--- config.mk ---
export PLATFORM = sky130hd
export DESIGN_NAME = repeating_timer_event_table_flat
export DESIGN_NICKNAME = d
export VERILOG_FILES = /design/src/rtet_pkg.sv /design/src/rtet_if.sv /design/src/rtet_cell.sv /design/src/rtet_head.sv /design/src/repeating_timer_event_table.sv /design/src/flat_wrapper.sv
export SDC_FILE = /design/constraint.sdc
export NUM_CORES = 2
export LEC_CHECK = 0
export BUFFER_PORTS_ARGS = -buffer_cell sky130_fd_sc_hd__buf_4
export CAP_MARGIN = 40
export CORE_AREA = 2 2 597 599
export DETAILED_ROUTE_END_ITERATION = 12
export DIE_AREA = 0 0 599 601
export GPL_ROUTABILITY_DRIVEN = 0
export GPL_TIMING_DRIVEN = 1
export PLACE_DENSITY = 0.37
export SETUP_SLACK_MARGIN = 0.5
export SLEW_MARGIN = 20
export SYNTH_ARGS = -nofsm -noshare
export SYNTH_HDL_FRONTEND = slang
export SYNTH_SLANG_ARGS = --single-unit
--- constraint.sdc ---
create_clock -name clk -period 73.3 [get_ports clk]
set_clock_uncertainty 0.05 [all_clocks]
set_input_delay 7.33 -clock clk [delete_from_list [all_inputs] [get_ports clk]]
set_output_delay 7.33 -clock clk [all_outputs]
set_load 0.05 [all_outputs]
--- src/rtet_pkg.sv ---
`timescale 1ns / 1ps
`default_nettype none
package rtet_pkg;
	localparam logic [1:0] REQ_ADD    = 2'd0;
	localparam logic [1:0] REQ_TICK   = 2'd1;
	localparam logic [1:0] REQ_CLEAR  = 2'd2;
	localparam logic [1:0] REQ_UNUSED = 2'd3;

	typedef struct packed {
		logic        valid;
		logic [15:0] id;
		logic [31:0] key_time;
		logic [31:0] next_time;
		logic [15:0] repeats_left;
		logic [31:0] interval;
		logic [15:0] fire_count;
	} entry_t;

	// latched when a request is accepted and held while the request is processed
	typedef struct packed {
		logic [1:0]  op;
		logic [15:0] id;
		logic [31:0] start_time;
		logic [15:0] repeat_count;
		logic [31:0] interval;
		logic [31:0] elapsed;
	} rtet_cmd_t;

	typedef struct packed {
		logic        fired;
		logic [15:0] fired_id;
		logic [15:0] fire_index;
		logic        add_rejected;
		logic        last;
	} rtet_res_t;
endpackage
`default_nettype wire

--- src/rtet_if.sv ---
`timescale 1ns / 1ps
`default_nettype none
interface rtet_req_if;
	logic        valid;
	logic        ready;
	logic [1:0]  req_type;
	logic [15:0] event_id;
	logic [31:0] start_time;
	logic [15:0] repeat_count;
	logic [31:0] repeat_interval;
	logic [15:0] delta_time;
	modport source (output valid, req_type, event_id, start_time, repeat_count,
		repeat_interval, delta_time, input ready);
	modport sink (input valid, req_type, event_id, start_time, repeat_count,
		repeat_interval, delta_time, output ready);
endinterface

interface rtet_res_if;
	logic        valid;
	logic        ready;
	logic        fired;
	logic [15:0] fired_id;
	logic [15:0] fire_index;
	logic        add_rejected;
	logic        last;
	modport source (output valid, fired, fired_id, fire_index, add_rejected, last,
		input ready);
	modport sink (input valid, fired, fired_id, fire_index, add_rejected, last,
		output ready);
endinterface
`default_nettype wire

--- src/rtet_cell.sv ---
`timescale 1ns / 1ps
`default_nettype none
// one table slot; the slot at the head of the ring is processed as it shifts out
module rtet_cell import rtet_pkg::*; (
	input  wire logic   clk,
	input  wire logic   arst_n,
	input  wire logic   shift,
	input  wire logic   clr,
	input  wire entry_t din,
	output entry_t      dout
);
	logic        valid_q;
	logic [15:0] id_q;
	logic [31:0] key_time_q;
	logic [31:0] next_time_q;
	logic [15:0] repeats_left_q;
	logic [31:0] interval_q;
	logic [15:0] fire_count_q;

	always_ff @(posedge clk or negedge arst_n) begin
		if (!arst_n) begin
			valid_q <= 1'b0;
		end else if (clr) begin
			valid_q <= 1'b0;
		end else if (shift) begin
			valid_q <= din.valid;
		end
	end
	always_ff @(posedge clk) begin
		if (shift) begin
			id_q           <= din.id;
			key_time_q     <= din.key_time;
			next_time_q    <= din.next_time;
			repeats_left_q <= din.repeats_left;
			interval_q     <= din.interval;
			fire_count_q   <= din.fire_count;
		end
	end
	assign dout = '{valid_q, id_q, key_time_q, next_time_q, repeats_left_q, interval_q,
		fire_count_q};
endmodule
`default_nettype wire

--- src/rtet_head.sv ---
`timescale 1ns / 1ps
`default_nettype none
// processes the entry leaving the ring and forms its replacement
module rtet_head import rtet_pkg::*; (
	input  wire entry_t    ein,
	input  wire rtet_cmd_t cmd,
	input  wire logic      add_done,
	input  wire logic      is_lastslot,
	output entry_t         eout,
	output logic           fire,
	output logic           store
);
	logic [32:0] adv;
	logic        match, hit;
	always_comb begin
		eout  = ein;
		fire  = 1'b0;
		store = 1'b0;
		adv   = {1'b0, ein.next_time} + {1'b0, ein.interval};
		match = ein.valid && ein.id == cmd.id && ein.key_time == cmd.start_time;
		hit   = ein.valid && ein.next_time < cmd.elapsed;
		case (cmd.op)
			REQ_ADD: begin
				// first pass finds a match; a later free slot wins only if none matched
				if (!add_done && (match || (!ein.valid && is_lastslot))) store = 1'b1;
			end
			REQ_TICK: begin
				if (hit) begin
					fire = 1'b1;
					if (ein.fire_count != 16'hFFFF) eout.fire_count = ein.fire_count + 16'd1;
					if (ein.repeats_left != 16'd0) begin
						eout.repeats_left = ein.repeats_left - 16'd1;
						eout.next_time = adv[32] ? 32'hFFFF_FFFF : adv[31:0];
					end else begin
						eout.valid = 1'b0;
					end
				end
			end
			default: ;
		endcase
		if (store) begin
			eout.valid        = 1'b1;
			eout.id           = cmd.id;
			eout.key_time     = cmd.start_time;
			eout.next_time    = cmd.start_time;
			eout.repeats_left = cmd.repeat_count;
			eout.interval     = cmd.interval;
			eout.fire_count   = 16'd0;
		end
	end
endmodule
`default_nettype wire

--- src/repeating_timer_event_table.sv ---
`timescale 1ns / 1ps
`default_nettype none
// channel  role    content
// req      sink    req_type, event_id, start_time, repeat_count, repeat_interval, delta_time
// res      source  fired, fired_id, fire_index, add_rejected, last
//
// slots form a ring of cells; one rotation visits each slot once at the head
// tick: one rotation
// add: match search rotation, which is all on overwrite, else a second rotation for
// the lowest free slot; a locked add goes straight to its rejected result
// clear, unused codes skip the ring; reset empties the table at once
// the ring halts while a result waits untaken in the output register
module repeating_timer_event_table import rtet_pkg::*; #(
	parameter int ENTRIES = 16
) (
	input wire logic clk,
	input wire logic arst_n,
	rtet_req_if.sink   req,
	rtet_res_if.source res
);
	localparam int CW = $clog2(ENTRIES + 1);
	localparam logic [1:0] ST_IDLE = 2'd0, ST_RUN = 2'd1, ST_OUT = 2'd2;

	logic [1:0]  state_q;
	logic [CW-1:0] cnt_q;
	logic        pass_q, done_q, locked_q;
	logic [31:0] elapsed_q;
	rtet_cmd_t   cmd_q;
	rtet_res_t   res_q;
	rtet_res_t   pend_q;
	logic        rv_q;
	logic        pv_q;
	logic        shift, clr, fire, store, lastslot_pass;
	logic        ld_fire, ld_close;
	entry_t      ring [ENTRIES];
	entry_t      head_out;

	assign lastslot_pass = pass_q;
	assign req.ready = state_q == ST_IDLE;
	wire accept = req.valid && req.ready;
	wire stall = rv_q && !res.ready;
	assign shift = state_q == ST_RUN && !stall && cnt_q != CW'(ENTRIES);
	assign clr = accept && req.req_type == REQ_CLEAR;
	// a held firing moves to the output when the next one arrives
	assign ld_fire  = shift && fire && pv_q;
	assign ld_close = state_q == ST_OUT && !stall;

	rtet_head u_head (.ein(ring[0]), .cmd(cmd_q), .add_done(done_q),
		.is_lastslot(lastslot_pass), .eout(head_out), .fire(fire), .store(store));

	for (genvar g = 0; g < ENTRIES; g++) begin : g_cell
		entry_t din;
		if (g == ENTRIES - 1) begin : g_tail
			assign din = head_out;
		end else begin : g_mid
			assign din = ring[g+1];
		end
		rtet_cell u_cell (.clk(clk), .arst_n(arst_n), .shift(shift), .clr(clr),
			.din(din), .dout(ring[g]));
	end

	logic [32:0] enew;
	assign enew = {1'b0, elapsed_q} + {17'd0, req.delta_time};

	always_ff @(posedge clk or negedge arst_n) begin
		if (!arst_n) begin
			state_q   <= ST_IDLE;
			cnt_q     <= '0;
			pass_q    <= 1'b0;
			done_q    <= 1'b0;
			locked_q  <= 1'b0;
			elapsed_q <= '0;
		end else begin
			case (state_q)
				ST_IDLE: if (accept) begin
					cnt_q <= '0; pass_q <= 1'b0; done_q <= 1'b0;
					case (req.req_type)
						REQ_ADD: state_q <= locked_q ? ST_OUT : ST_RUN;
						REQ_TICK: begin
							locked_q <= 1'b1;
							elapsed_q <= enew[32] ? 32'hFFFF_FFFF : enew[31:0];
							state_q <= ST_RUN;
						end
						REQ_CLEAR: begin
							locked_q <= 1'b0; elapsed_q <= '0; state_q <= ST_OUT;
						end
						default: state_q <= ST_OUT;
					endcase
				end
				ST_RUN: if (!stall) begin
					if (shift) begin
						cnt_q <= cnt_q + CW'(1);
						if (store) done_q <= 1'b1;
					end else if (cmd_q.op == REQ_ADD && !pass_q && !done_q) begin
						pass_q <= 1'b1; cnt_q <= '0;
					end else begin
						state_q <= ST_OUT;
					end
				end
				ST_OUT: if (!stall) begin
					state_q <= ST_IDLE;
				end
				default: state_q <= ST_IDLE;
			endcase
		end
	end

	always_ff @(posedge clk or negedge arst_n) begin
		if (!arst_n) rv_q <= 1'b0;
		else if (ld_fire || ld_close) rv_q <= 1'b1;
		else if (res.ready) rv_q <= 1'b0;
	end

	// last firing is unknown until the rotation ends, so each firing result is held
	// in pend_q: a new one pushes out the previous with last 0
	always_ff @(posedge clk or negedge arst_n) begin
		if (!arst_n) pv_q <= 1'b0;
		else if (shift && fire) pv_q <= 1'b1;
		else if (ld_close) pv_q <= 1'b0;
	end

	always_ff @(posedge clk) begin
		if (accept) begin
			cmd_q.op <= req.req_type; cmd_q.id <= req.event_id;
			cmd_q.start_time <= req.start_time; cmd_q.repeat_count <= req.repeat_count;
			cmd_q.interval <= req.repeat_interval;
			cmd_q.elapsed <= enew[32] ? 32'hFFFF_FFFF : enew[31:0];
		end
		if (shift && fire) begin
			pend_q <= '{1'b1, ring[0].id, ring[0].fire_count, 1'b0, 1'b0};
		end
		if (ld_fire) begin
			res_q <= '{1'b1, pend_q.fired_id, pend_q.fire_index, 1'b0, 1'b0};
		end else if (ld_close) begin
			if (pv_q) res_q <= '{1'b1, pend_q.fired_id, pend_q.fire_index, 1'b0, 1'b1};
			else res_q <= '{1'b0, 16'd0, 16'd0,
				cmd_q.op == REQ_ADD && !done_q, 1'b1};
		end
	end

	assign res.valid        = rv_q;
	assign res.fired        = res_q.fired;
	assign res.fired_id     = res_q.fired_id;
	assign res.fire_index   = res_q.fire_index;
	assign res.add_rejected = res_q.add_rejected;
	assign res.last         = res_q.last;

	a_busy: assert property (@(posedge clk) disable iff (!arst_n)
		state_q != ST_IDLE |-> !req.ready) else $error("ready while busy");
	a_cnt: assert property (@(posedge clk) disable iff (!arst_n)
		cnt_q <= CW'(ENTRIES)) else $error("slot count overrun");
	a_hold: assert property (@(posedge clk) disable iff (!arst_n)
		stall |=> $stable(res_q)) else $error("result changed while stalled");
	a_vhold: assert property (@(posedge clk) disable iff (!arst_n)
		res.valid && !res.ready |=> res.valid) else $error("result dropped while stalled");
endmodule
`default_nettype wire

--- src/flat_wrapper.sv ---
// flat-port wrapper written by rule: the top's interface ports become plain ports
module repeating_timer_event_table_flat import rtet_pkg::*;
#(
	parameter int ENTRIES = 16
)
  (clk, arst_n, req_valid, req_req_type, req_event_id, req_start_time, req_repeat_count, req_repeat_interval, req_delta_time, req_ready, res_valid, res_fired, res_fired_id, res_fire_index, res_add_rejected, res_last, res_ready);
  rtet_req_if req_i ();
  rtet_res_if res_i ();
  input wire logic clk;
  input wire logic arst_n;
  input wire logic [$bits(req_i.valid)-1:0] req_valid;
  input wire logic [$bits(req_i.req_type)-1:0] req_req_type;
  input wire logic [$bits(req_i.event_id)-1:0] req_event_id;
  input wire logic [$bits(req_i.start_time)-1:0] req_start_time;
  input wire logic [$bits(req_i.repeat_count)-1:0] req_repeat_count;
  input wire logic [$bits(req_i.repeat_interval)-1:0] req_repeat_interval;
  input wire logic [$bits(req_i.delta_time)-1:0] req_delta_time;
  output wire logic [$bits(req_i.ready)-1:0] req_ready;
  output wire logic [$bits(res_i.valid)-1:0] res_valid;
  output wire logic [$bits(res_i.fired)-1:0] res_fired;
  output wire logic [$bits(res_i.fired_id)-1:0] res_fired_id;
  output wire logic [$bits(res_i.fire_index)-1:0] res_fire_index;
  output wire logic [$bits(res_i.add_rejected)-1:0] res_add_rejected;
  output wire logic [$bits(res_i.last)-1:0] res_last;
  input wire logic [$bits(res_i.ready)-1:0] res_ready;
  assign req_i.valid = req_valid;
  assign req_i.req_type = req_req_type;
  assign req_i.event_id = req_event_id;
  assign req_i.start_time = req_start_time;
  assign req_i.repeat_count = req_repeat_count;
  assign req_i.repeat_interval = req_repeat_interval;
  assign req_i.delta_time = req_delta_time;
  assign req_ready = req_i.ready;
  assign res_valid = res_i.valid;
  assign res_fired = res_i.fired;
  assign res_fired_id = res_i.fired_id;
  assign res_fire_index = res_i.fire_index;
  assign res_add_rejected = res_i.add_rejected;
  assign res_last = res_i.last;
  assign res_i.ready = res_ready;
  repeating_timer_event_table #(.ENTRIES(ENTRIES)) u_core (.clk(clk), .arst_n(arst_n), .req(req_i), .res(res_i));
endmodule
==> metrics.cfg <==
[outcome]
outcome = complete, no violations

[setup_path]
cp-end-kind = register
crit_required_ns = 73.71
crit_arrival_ns = 12.56
start_kind = input port
timing.rr.end = u_core.g_cell[14].u_cell.interval_q[5]$_DFFE_PP_
crit_top_cell = buf_4
crit_family = buffers and inverters
cp.depth = 12
reg2reg_slack_ns = 67.26
slowest_stage = or4b_1
worstSetupPathType = input port to register
path_buf_inv = 10
worstPathCellList = buf_4, nand2b_1, or4b_1, inv_8, buf_4, buf_16, buf_12, buf_4, buf_16, buf_4, buf_16, buf_4
worst-path-max-fanout = 195
critPathMaxStageDelay_ns = 0.79
r2r-start = u_core.cnt_q[0]$_DFFE_PN0P_
ff2ff_path_depth = 13

[hold_path]
min-delay-start = u_core.g_cell[1].u_cell.interval_q[17]$_DFFE_PP_
whs_endpoint = u_core.g_cell[0].u_cell.interval_q[17]$_DFFE_PP_
hold_path_depth = 0
hp-class = register to register

[synth]
syn_area_sq_um = 84700
syn-instance-count = 3777
synth_edf_count = 2498
ys_warn_count = 0
ys_ff_latch = 2561
synthFlopType = edfxtp_1
syn-num-nets = 3983
syn_avg_cell_area_sq_um = 22.4
synthArstFlopShare_pct = 2.34
ys_types = 86
ys_seq_area_share_pct = 90.4

[grt]
grt_pass1_wl_um = 234000
overflow = 0
antenna_found_initial = 19
grt_pass1_vias = 35000
grt_max_degree = 196
globalRouteTotalUtil_pct = 8.61

[layout]
final_common_cell = edfxtp_1
fill_cells = 34900
syn_to_final_growth_pct = 19.9
layout.nets = 4435
final_cell_mix = edfxtp_1 (2498), clkbuf_16 (296), buf_4 (192)
stdcell_count = 9198
drive_above_1_share_pct = 16.6

[pwr]
power_density_nw_per_um2 = 39.0
ir_worst_vdd_v = 0.0000197
leakage_nw = 32.8

[clock_network]
cts_tree = yes
insertion_delay_ns = 0.87
cts_resized = 0
cts.clk_slew.worst_paths_ns = 0.06
cts_buffers = 288
ctsHoldBuffers = 0
cts.path.max_buffers = 4
post-cts-setup-buffers = 0
cts-htree-levels = 5
cts_root_buf = clkbuf_16
clock-sinks = 2561

[timing]
final_hold_viol_count = 0
slew_headroom_pct = 23.6
setup_violations = 0
slew_violations = 0
fin_crit_ns = 12.14
worst_slew_pin_slew_ns = 1.15
rsz0062_at_grt = false
fmax_mhz = 82.3
fin_crit_sh_pct = 16.6
setup_tns_ns = 0

[die]
start_util_pct = 23.9
die_area_sq_um = 360000
std_cell_rows = 219
io-pin-count = 155
die_h_um = 601
design.core.area_sq_um = 354000
dieWidth_um = 599

[detailed_routing]
drc = 0
antenna_left = 0
wl_per_cell_um = 17.3
drt_wl_total_um = 159000
num_vias = 34700
detail_route.vias_per_cell = 3.77
dr_wl_met3_um = 6860
dr.pass1.iters = 5
routed.top_layer = met5
wl_met2_um = 71300
drtIter0Drc = 2803
met1_length_um = 75700

[run]
cap_violations = 0

[placement]
dp_hpwl_um = 91800
port_buffers = 154
dp_cells = 8682

==> cell families (layout without fill, tap and decap cells) <==
logic type	after synthesis	in the layout	synth area share, %
buffers and inverters	154	820	0.768
muxes	55	55	0.726
xor gates and xnor gates	109	109	1.13
other	0	4	0
AOI/OAI and AO/OA	365	365	2.94
DFF	2561	2561	90.4
adders and majority gates	88	88	1.32
and+or+nand+nor	445	445	2.68
==> worst max path at each step <==
stage / startpoint / end / slack [ns]
after floorplan: res_ready / u_core.lastslot_pass$_DFFE_PN0P_ / 32.96
after detailed placement: res_ready / u_core.g_cell[12].u_cell.repeats_left_q[0]$_DFFE_PP_ / 59.26
after CTS: res_ready / u_core.g_cell[11].u_cell.repeats_left_q[7]$_DFFE_PP_ / 60.26
after global placement: res_ready / u_core.g_cell[12].u_cell.repeats_left_q[0]$_DFFE_PP_ / 59.28
after global routing: res_ready / u_core.g_cell[10].u_cell.interval_q[0]$_DFFE_PP_ / 60.86
final: res_ready / u_core.g_cell[14].u_cell.interval_q[5]$_DFFE_PP_ / 61.16
==> where the power goes <==
group / leakage, nW / internal (mW) / switching (mW)
sequential: 23.7 / 2.06 / 0.114
clock: 4.48 / 0.839 / 0.570
combinational: 4.66 / 0.109 / 0.273
==> metrics by stage <==
step                power (mW)  hold WS, ns  setup WS (ns)  area [sq um]  utilization [%]
floorplan                 2.80        0.350          32.96         84700                -
global placement          2.57        0.350          59.28         91900             26.0
detailed placement        2.59        0.355          59.26         92200             26.0
CTS                       4.04        0.336          60.26        101000             28.6
global route              4.16        0.350          60.86        102000             28.7
finish                    3.96        0.344          61.16        102000             28.7
==> worst reg2reg max path, stage by stage, from the launching register on <==
cell      delay [ns]
dfrtp_1         0.40
inv_1           0.07
ha_1            0.18
nor4bb_1        0.13
or4b_1          0.79
inv_8           0.29
buf_4           0.29
buf_16          0.31
buf_12          0.67
buf_4           0.74
buf_16          0.30
buf_4           0.41
buf_16          0.30
buf_4           0.71
==> sequential cells by signal (all words and copies together) (netlist names), 2 cells and up <==
register                             flops
u_core.cmd_q                           130
u_core.g_cell.u_cell.id_q              256
u_core.state_q                           2
u_core.g_cell.u_cell.valid_q            16
u_core.g_cell.u_cell.repeats_left_q    256
u_core.pend_q                           32
u_core.g_cell.u_cell.fire_count_q      256
u_core.g_cell.u_cell.interval_q        512
u_core.g_cell.u_cell.next_time_q       512
u_core.res.fired_id                     16
u_core.elapsed_q                        32
u_core.res.fire_index                   16
u_core.g_cell.u_cell.key_time_q        512
u_core.cnt_q                             5
==> Yosys cell counts, drive strengths merged, types with 4 or more instances <==
master	n	area, sq um
edfxtp	2498	75000
nand2	140	528
nor2	100	438
inv	99	372
o21ai	98	498
a21oi	94	470
ha	86	1080
xnor2	62	543
dfrtp	60	1500
mux2	51	574
xor2	47	412
and2	41	257
nand3	33	165
o31ai	30	324
buf	29	178
a21o	28	210
a22o	26	228
clkbuf	26	101
nand4	24	150
and3	18	113
nor3	16	85.1
o21bai	15	113
nand2b	14	87.6
or3	14	92.6
o21a	12	90.1
nor2b	11	71.3
nor4	10	62.6
a211oi	8	65.1
a31o	8	70.1
o211ai	8	70.1
and4	7	63.8
a31oi	6	52.6
a22oi	5	37.5
mux2i	4	40.0
==> metal layers <==
layer / vias up / GRT usage (%)
li1: 15800 / -
met1: 17900 / 12.0
met2: 618 / 13.1
met3: 335 / 1.82
met4: 2 / 3.13
met5: - / 0
==> final cells by class <==
type                    instances  area, sq um  area share (%)
multi-input cells            1062         7480            7.37
clock inverters               145         1450            1.43
diodes                          4         10.0         0.00986
well taps                    4751         5940            5.85
flip-flops and latches       2561        76600            75.4
inverters                      99          379           0.373
clock buffers                 359         7690            7.58
repair buffers                217         2000            1.97
(Power assumes the default switching activity.)
